<file path="src/gtg_pkg.sv">
// Shared types, register map, codes and the arctangent table of the steering controller.
package gtg_pkg;

  localparam int WINDOW_START = 300;
  localparam int WINDOW_END = 420;
  localparam int CORDIC_STEPS = 16;
  localparam int ATAN_ENTRIES = 24;
  localparam int STEP_W = $clog2(ATAN_ENTRIES);

  localparam int IN_DATA_W = 80;
  localparam int OUT_DATA_W = 32;
  localparam int ADDR_W = 5;

  typedef enum logic [1:0] {
    FUNC_ODOM = 2'd0,
    FUNC_SCAN = 2'd1,
    FUNC_TICK = 2'd2,
    FUNC_NONE = 2'd3
  } func_t;

  typedef enum logic [1:0] {
    MODE_ARRIVED = 2'd0,
    MODE_PIVOT = 2'd1,
    MODE_TURN = 2'd2,
    MODE_DRIVE = 2'd3
  } mode_t;

  typedef enum logic [2:0] {
    REG_GOAL_X = 3'd0,
    REG_GOAL_Y = 3'd1,
    REG_DRIVE_SPEED = 3'd2,
    REG_PIVOT_SPEED = 3'd3,
    REG_ARRIVE_DISTANCE = 3'd4,
    REG_HEADING_TOLERANCE = 3'd5,
    REG_OBSTACLE_DISTANCE = 3'd6,
    REG_UNUSED = 3'd7
  } reg_index_t;

  function automatic logic [15:0] atan_entry(input logic [STEP_W-1:0] i);
    logic [15:0] v;
    case (i)
      5'd0: v = 16'd8192;
      5'd1: v = 16'd4836;
      5'd2: v = 16'd2555;
      5'd3: v = 16'd1297;
      5'd4: v = 16'd651;
      5'd5: v = 16'd326;
      5'd6: v = 16'd163;
      5'd7: v = 16'd81;
      5'd8: v = 16'd41;
      5'd9: v = 16'd20;
      5'd10: v = 16'd10;
      5'd11: v = 16'd5;
      5'd12: v = 16'd3;
      5'd13: v = 16'd1;
      5'd14: v = 16'd1;
      default: v = 16'd0;
    endcase
    return v;
  endfunction

endpackage

</file>
<file path="src/go_to_goal_steering_controller_core.sv">
// Top level of the go-to-goal steering controller with obstacle pivot.
//
// Input items arrive on the s_ stream; tuser carries the event kind and
// tlast marks the last range sample of a scan. Odometry and scan items are
// absorbed in the cycle they are accepted and give no result. A control tick
// gives one steering command on the m_ stream, with the mode in tuser.
// A tick passes through these steps before its command is offered: the goal
// vector is formed as the item is accepted, then three passes through the
// shared 17 by 17 bit multiplier for the squared distance and squared
// radius, CORDIC iterations at one per cycle, and a decision state that
// chooses the mode. s_tready is low throughout that work, so no further item is
// taken until the command has been registered. A finished command waits in the
// output register while the receiver stalls; further odometry and scan items
// are still taken, and a following tick runs up to its decision and then
// waits for the register to empty. Reset is synchronous: it loads the
// register defaults, clears the pose and the obstacle flag, sets the window
// minimum to all ones and empties the output register. Configuration is
// written through the APB port, one register per word at address 4*i.
module go_to_goal_steering_controller_core (
  input  logic                          clk,
  input  logic                          rst,
  input  logic                          s_tvalid,
  output logic                          s_tready,
  // pos_x, pos_y, heading, range_sample, sample_index, zero fill
  input  logic [gtg_pkg::IN_DATA_W-1:0] s_tdata,
  // func
  input  logic [1:0]                    s_tuser,
  input  logic                          s_tlast,
  output logic                          m_tvalid,
  input  logic                          m_tready,
  // linear_cmd, angular_cmd, zero fill
  output logic [gtg_pkg::OUT_DATA_W-1:0] m_tdata,
  // mode
  output logic [1:0]                    m_tuser,
  input  logic                          psel,
  input  logic                          penable,
  input  logic                          pwrite,
  input  logic [gtg_pkg::ADDR_W-1:0]    paddr,
  input  logic [31:0]                   pwdata,
  output logic [31:0]                   prdata,
  output logic                          pready
);
  import gtg_pkg::*;

  typedef enum logic [5:0] {
    ST_IDLE   = 6'b000001,
    ST_SQX    = 6'b000010,
    ST_SQY    = 6'b000100,
    ST_SQT    = 6'b001000,
    ST_ROT    = 6'b010000,
    ST_DECIDE = 6'b100000
  } state_t;

  state_t state;

  logic [15:0] goal_x, goal_y, obstacle_distance;
  logic [11:0] drive_speed, pivot_speed;
  logic [14:0] arrive_distance, heading_tolerance;

  logic [15:0] here_x, here_y, here_heading, window_min;
  logic        blocked;

  logic signed [16:0] dx, dy;
  logic signed [16:0] mul_a, mul_b;
  logic signed [33:0] prod;
  logic [33:0]        acc;
  logic signed [35:0] cx, cy, xs, ys, x0;
  logic [15:0]        cz;
  logic [STEP_W-1:0]  step;

  logic [15:0] in_pos_x, in_pos_y, in_heading, in_range;
  logic [9:0]  in_index;
  logic        accept, in_window, out_free;
  logic [15:0] scan_min;
  logic [2:0]  reg_sel;
  logic        cfg_write;

  logic [15:0]        angle, err;
  logic signed [16:0] err_mag;
  logic [12:0]        pivot_pos;
  logic [11:0]        lin_next;
  logic [12:0]        ang_next;
  mode_t              mode_next;

  assign in_pos_x   = s_tdata[15:0];
  assign in_pos_y   = s_tdata[31:16];
  assign in_heading = s_tdata[47:32];
  assign in_range   = s_tdata[63:48];
  assign in_index   = s_tdata[73:64];

  assign s_tready = (state == ST_IDLE);
  assign accept   = s_tvalid && s_tready;
  assign out_free = !m_tvalid || m_tready;

  assign in_window = ({1'b0, in_index} >= 11'(WINDOW_START)) &&
                     ({1'b0, in_index} < 11'(WINDOW_END));
  assign scan_min  = (in_window && (in_range < window_min)) ? in_range : window_min;

  assign pready    = 1'b1;
  assign reg_sel   = paddr[4:2];
  assign cfg_write = psel && penable && pwrite && pready;

  always_comb begin
    prdata = 32'd0;
    unique case (reg_index_t'(reg_sel))
      REG_GOAL_X:            prdata = {16'd0, goal_x};
      REG_GOAL_Y:            prdata = {16'd0, goal_y};
      REG_DRIVE_SPEED:       prdata = {20'd0, drive_speed};
      REG_PIVOT_SPEED:       prdata = {20'd0, pivot_speed};
      REG_ARRIVE_DISTANCE:   prdata = {17'd0, arrive_distance};
      REG_HEADING_TOLERANCE: prdata = {17'd0, heading_tolerance};
      REG_OBSTACLE_DISTANCE: prdata = {16'd0, obstacle_distance};
      default:               prdata = 32'd0;
    endcase
  end

  // Shared multiplier operand selection.
  always_comb begin
    mul_a = dx;
    mul_b = dx;
    unique case (state)
      ST_SQY: begin
        mul_a = dy;
        mul_b = dy;
      end
      ST_SQT: begin
        mul_a = $signed({2'b00, arrive_distance});
        mul_b = $signed({2'b00, arrive_distance});
      end
      default: begin
        mul_a = dx;
        mul_b = dx;
      end
    endcase
  end

  assign x0 = {{3{dx[16]}}, dx, 16'd0};
  assign xs = cx >>> step;
  assign ys = cy >>> step;

  // Mode decision from the squared distance, the obstacle flag and the heading error.
  always_comb begin
    angle     = ((dx == 17'sd0) && (dy == 17'sd0)) ? 16'd0 : cz;
    err       = angle - here_heading;
    err_mag   = err[15] ? -$signed({err[15], err}) : $signed({err[15], err});
    pivot_pos = {1'b0, pivot_speed};
    lin_next  = 12'd0;
    ang_next  = 13'd0;
    if (acc < $unsigned(prod)) begin
      mode_next = MODE_ARRIVED;
    end else if (blocked) begin
      mode_next = MODE_PIVOT;
      ang_next  = pivot_pos;
    end else if (err_mag > $signed({2'b00, heading_tolerance})) begin
      mode_next = MODE_TURN;
      ang_next  = err[15] ? -pivot_pos : pivot_pos;
    end else begin
      mode_next = MODE_DRIVE;
      lin_next  = drive_speed;
    end
  end

  always_ff @(posedge clk) begin
    if (rst) begin
      state             <= ST_IDLE;
      goal_x            <= 16'd4000;
      goal_y            <= 16'd3500;
      drive_speed       <= 12'd500;
      pivot_speed       <= 12'd600;
      arrive_distance   <= 15'd300;
      heading_tolerance <= 15'd1565;
      obstacle_distance <= 16'd800;
      here_x            <= 16'd0;
      here_y            <= 16'd0;
      here_heading      <= 16'd0;
      window_min        <= 16'hFFFF;
      blocked           <= 1'b0;
      m_tvalid          <= 1'b0;
      step              <= '0;
    end else begin
      if (cfg_write) begin
        unique case (reg_index_t'(reg_sel))
          REG_GOAL_X:            goal_x <= pwdata[15:0];
          REG_GOAL_Y:            goal_y <= pwdata[15:0];
          REG_DRIVE_SPEED:       drive_speed <= pwdata[11:0];
          REG_PIVOT_SPEED:       pivot_speed <= pwdata[11:0];
          REG_ARRIVE_DISTANCE:   arrive_distance <= pwdata[14:0];
          REG_HEADING_TOLERANCE: heading_tolerance <= pwdata[14:0];
          REG_OBSTACLE_DISTANCE: obstacle_distance <= pwdata[15:0];
          default: ;
        endcase
      end
      if (m_tvalid && m_tready && (state != ST_DECIDE)) begin
        m_tvalid <= 1'b0;
      end
      unique case (state)
        ST_IDLE: begin
          if (accept) begin
            unique case (func_t'(s_tuser))
              FUNC_ODOM: begin
                here_x       <= in_pos_x;
                here_y       <= in_pos_y;
                here_heading <= in_heading;
              end
              FUNC_SCAN: begin
                if (s_tlast) begin
                  blocked    <= scan_min < obstacle_distance;
                  window_min <= 16'hFFFF;
                end else begin
                  window_min <= scan_min;
                end
              end
              FUNC_TICK: state <= ST_SQX;
              default: ;
            endcase
          end
        end
        ST_SQX: state <= ST_SQY;
        ST_SQY: state <= ST_SQT;
        ST_SQT: begin
          state <= ST_ROT;
          step  <= '0;
        end
        ST_ROT: begin
          step <= step + 1'b1;
          if (step == STEP_W'(CORDIC_STEPS - 1)) begin
            state <= ST_DECIDE;
          end
        end
        ST_DECIDE: begin
          if (out_free) begin
            m_tvalid <= 1'b1;
            state    <= ST_IDLE;
          end
        end
        default: state <= ST_IDLE;
      endcase
    end
  end

  // Datapath registers.
  always_ff @(posedge clk) begin
    if ((state == ST_IDLE) && accept && (func_t'(s_tuser) == FUNC_TICK)) begin
      dx <= $signed({goal_x[15], goal_x}) - $signed({here_x[15], here_x});
      dy <= $signed({goal_y[15], goal_y}) - $signed({here_y[15], here_y});
    end
    if ((state == ST_SQX) || (state == ST_SQY) || (state == ST_SQT)) begin
      prod <= mul_a * mul_b;
    end
    if (state == ST_SQY) begin
      acc <= $unsigned(prod);
    end
    if (state == ST_SQT) begin
      acc <= acc + $unsigned(prod);
      if (dx[16]) begin
        cx <= -x0;
        cy <= -{{3{dy[16]}}, dy, 16'd0};
        cz <= 16'd32768;
      end else begin
        cx <= x0;
        cy <= {{3{dy[16]}}, dy, 16'd0};
        cz <= 16'd0;
      end
    end
    if (state == ST_ROT) begin
      if (!cy[35]) begin
        cx <= cx + ys;
        cy <= cy - xs;
        cz <= cz + atan_entry(step);
      end else begin
        cx <= cx - ys;
        cy <= cy + xs;
        cz <= cz - atan_entry(step);
      end
    end
    if ((state == ST_DECIDE) && out_free) begin
      m_tdata <= {7'd0, ang_next, lin_next};
      m_tuser <= mode_next;
    end
  end

endmodule

</file>
<file path="config.mk">
export PLATFORM = sky130hd
export DESIGN_NAME = go_to_goal_steering_controller_core
export DESIGN_NICKNAME = d
export VERILOG_FILES = /design/src/gtg_pkg.sv /design/src/go_to_goal_steering_controller_core.sv
export SDC_FILE = /design/constraint.sdc
export NUM_CORES = 2
export LEC_CHECK = 0
export BUFFER_PORTS_ARGS = -buffer_cell sky130_fd_sc_hd__buf_2
export CAP_MARGIN = 30
export CELL_PAD_IN_SITES_DETAIL_PLACEMENT = 0
export CELL_PAD_IN_SITES_GLOBAL_PLACEMENT = 1
export CORE_ASPECT_RATIO = 0.9
export CORE_UTILIZATION = 44
export CTS_CLUSTER_DIAMETER = 30
export DETAILED_ROUTE_END_ITERATION = 8
export GPL_ROUTABILITY_DRIVEN = 0
export PLACE_DENSITY_LB_ADDON = 0.1
export SLEW_MARGIN = 10
export SYNTH_ARGS = -nofsm -noshare
export SYNTH_HDL_FRONTEND = slang
export SYNTH_SLANG_ARGS = --single-unit
</file>
<file path="constraint.sdc">
create_clock -name clk -period 19.3 [get_ports clk]
set_input_delay 3.86 -clock clk [delete_from_list [all_inputs] [get_ports clk]]
set_output_delay 3.86 -clock clk [all_outputs]
set_load 0.05 [all_outputs]
</file>
==> insert_results.sql <==
INSERT INTO impl_metrics (metric_group, metric, value, unit) VALUES
('pwr', 'vdd.ir_drop.worst', '967.6', 'uV'),
('layout', 'final_common_cell', 'sky130_fd_sc_hd__nand2_1', ''),
('layout', 'synthesis_to_finish_area_growth', '13.82', '%'),
('critical_path', 'crit_type', 'flip-flop to flip-flop', ''),
('yosys', 'muxShareOfSynthArea', '8.692', '%'),
('timing', 'finalCriticalPeriod', '10.01', 'ns'),
('clocking', 'clock-root-buffer', 'sky130_fd_sc_hd__clkbuf_16', ''),
('clocking', 'clk_transition_reported_paths', '0.04', 'ns'),
('clocking', 'cts_num_sinks', '409', ''),
('placement', 'detailedPlacementHpwl', '102500', 'um'),
('yosys', 'ys_top_cells_by_area', 'sky130_fd_sc_hd__edfxtp_1 (15%), sky130_fd_sc_hd__fa_1 (12%), sky130_fd_sc_hd__ha_1 (9.9%)', ''),
('yosys', 'main_combinational_cell_family_by_area_after_synthesis', 'adder cells', ''),
('yosys', 'synth_compound_area_share', '15.78', '%'),
('die', 'placementRows', '109', ''),
('critical_path', 'critical_path_arrival', '10.48', 'ns'),
('grt', 'met1_usage', '39.50', '%'),
('drt', 'route.detailed.drc', '0', ''),
('clocking', 'cts.htree.levels', '4', ''),
('layout', 'final_layout_size_suffix_gt1_share', '12.04', '%'),
('grt', 'overall_routing_resource_usage', '26.83', '%'),
('drt', 'routed_via_density', '5.588', ''),
('drt', 'route.vias.total', '36920', ''),
('timing', 'totalNegativeSetupSlack', '0', 'ns'),
('clocking', 'cts_buffers', '133', ''),
('grt', 'gr-total-overflow', '0', ''),
('clocking', 'clock_tree.buffer_depth', '3', ''),
('clocking', 'gates_resized_cts_repair', '0', ''),
('die', 'dieArea', '101500', 'um2'),
('grt', 'number_of_global_route_vias_before_repair', '35970', ''),
('timing', 'worst-slew-pin-transition', '1.119', 'ns'),
('layout', 'final.fill_count', '9558', ''),
('pwr', 'p_leak', '21.26', 'nW'),
('job', 'cap_viol_max_count', '0', ''),
('critical_path', 'critical_path.max_fanout', '19', ''),
('yosys', 'syn-mean-instance-area', '8.725', 'um2'),
('die', 'design.core.area', '98740', 'um2'),
('critical_path', 'critical-path-slowest-cell', 'sky130_fd_sc_hd__a221oi_2', ''),
('clocking', 'cts_tree', 'built', ''),
('grt', 'grt_use_met3', '3.923', '%'),
('clocking', 'cts_hold_buffers', '0', ''),
('yosys', 'adder_and_majority_cell_fraction_of_the_synthesized_area', '22.28', '%'),
('grt', 'top_usage_layer', 'met2', ''),
('yosys', 'netlist.area_leader.share', '14.71', '%'),
('clocking', 'cts_setup_buffers', '0', ''),
('timing', 'report.final.setup_viol', '0', ''),
('critical_path', 'critical_path_required', '19.77', 'ns'),
('pwr', 'power.density_cell_area', '196.9', 'nW/um2'),
('die', 'io-pin-count', '196', ''),
('layout', 'layout_common_cells', 'sky130_fd_sc_hd__nand2_1 (613), sky130_fd_sc_hd__inv_1 (612), sky130_fd_sc_hd__nor2_1 (437)', ''),
('drt', 'wire_per_inst', '20.28', 'um'),
('drt', 'number_of_antenna_violating_nets_in_the_routed_design', '0', ''),
('placement', 'dp.cells', '6374', ''),
('run_status', 'status', 'complete, no violations', ''),
('critical_path', 'end_kind', 'flip-flop', ''),
('yosys', 'synth_edf_count', '216', ''),
('timing', 'skew', '0.02784', 'ns'),
('grt', 'number_of_antenna_violations_at_the_first_check_in_global_routing', '0', ''),
('yosys', 'yosys.cell_types.count', '104', ''),
('yosys', 'synth_top_cell_by_area', 'sky130_fd_sc_hd__edfxtp_1', ''),
('timing', 'slew_violations', '0', ''),
('drt', 'dr.first_iter.drc_count', '3333', ''),
('timing', 'timing.final.crit_share', '51.89', '%'),
('yosys', 'synth_simple_gate_area_share', '15.76', '%'),
('layout', 'antennaDiodeCount', '0', ''),
('timing', 'timing.fmax', '99.85', 'MHz'),
('timing', 'rsz0062_at_grt', 'no', ''),
('critical_path', 'sort_of_element_at_the_start_of_the_critical_path', 'flip-flop', ''),
('die', 'die_w', '335.7', 'um'),
('yosys', 'synth_warnings', '0', ''),
('die', 'chipHeight', '302.4', 'um'),
('layout', 'nets', '5928', '');
per-layer routing:
metal	share of wire, %	up-vias
met2	44	1155
met5	0	-
met3	6.6	182
met4	2.2	0
met1	48	17880
li1	-	17710
area by class of cell:
class	instances	area (um2)	share of cell area, %
clock buffer	189	3856	7.682
clock inverter	43	475.5	0.9472
inverter	624	2344	4.669
multi-input combinational	3809	30310	60.38
sequential	409	10370	20.65
tap	1332	1667	3.320
timing repair buffer	202	1182	2.355
report_power, final:
| group | switching, W | total, W | internal [W] |
|---|---|---|---|
| sequential | 0.0000500 | 0.00139 | 0.00134 |
| combinational | 0.00373 | 0.00644 | 0.00270 |
| clock | 0.000630 | 0.00205 | 0.00143 |
through the flow:
step / utilization [%] / total power [W] / cell area, um2 / worst slack (ns) / hold slack (ns)
after detailed placement: 46.42 / 0.007931 / 45830 / 9.153 / 0.4475
final: 50.84 / 0.009884 / 50200 / 9.285 / 0.4511
after CTS: 50.80 / 0.01008 / 50160 / 9.127 / 0.4527
after global placement: 46.38 / 0.007916 / 45800 / 9.256 / 0.4423
after floorplan: - / 0.006347 / 44190 / 9.196 / 0.4363
after global routing: 50.84 / 0.01097 / 50200 / 8.602 / 0.4711
cell families after synthesis:
family / Yosys count
other: 2
buffers and inverters: 859
adder cells (fa/ha/maj): 622
multiplexers: 249
flip-flops: 409
XOR/XNOR: 295
AND/OR/NAND/NOR: 1525
AO/OA/AOI/OAI: 1094
sequential cells by signal (all words and copies together) (netlist names), 16 cells and up, named ones only:
| register | cells |
|---|---|
| cx | 36 |
| cy | 36 |
| acc | 34 |
| prod | 33 |
| m_tdata | 25 |
| dx | 17 |
| dy | 17 |
| cz | 16 |
| goal_x | 16 |
| goal_y | 16 |
| here_heading | 16 |
| here_x | 16 |
| here_y | 16 |
| obstacle_distance | 16 |
| window_min | 16 |
critical path, delay by kind of cell, from the launching register on:
| family | cells | cell delay (ns) |
|---|---|---|
| adders and majority gates | 7 | 3.33 |
| AOI/OAI and AO/OA | 7 | 2.62 |
| and+or+nand+nor | 8 | 2.01 |
| buffers and inverters | 7 | 1.23 |
| xor gates and xnor gates | 1 | 0.15 |
| DFF | 1 | 0.36 |
synthesized netlist by cell type (61+ instances only):
cell,count
sky130_fd_sc_hd__nor3_1,71
sky130_fd_sc_hd__inv_1,613
sky130_fd_sc_hd__fa_1,272
sky130_fd_sc_hd__xnor2_1,196
sky130_fd_sc_hd__a21o_1,74
sky130_fd_sc_hd__edfxtp_1,216
sky130_fd_sc_hd__clkbuf_1,133
sky130_fd_sc_hd__mux4_2,96
sky130_fd_sc_hd__nand2_1,613
sky130_fd_sc_hd__mux2i_1,77
sky130_fd_sc_hd__nand3_1,61
sky130_fd_sc_hd__a21oi_1,368
sky130_fd_sc_hd__dfxtp_1,193
sky130_fd_sc_hd__o21ai_0,232
sky130_fd_sc_hd__mux2_2,72
sky130_fd_sc_hd__nor2_1,438
sky130_fd_sc_hd__ha_1,350
sky130_fd_sc_hd__xor2_1,99
final timing paths:
| check | endpoint | cells past startpoint | start |
|---|---|---|---|
| setup / recovery | prod[33] | 30 | state[5] |
| hold / removal | here_x[6] | 2 | here_x[6] |
| setup reg to reg | prod[33] | 30 | state[5] |
| hold reg to reg | here_x[6] | 2 | here_x[6] |
No activity file was read; power rests on OpenSTA's default activity.
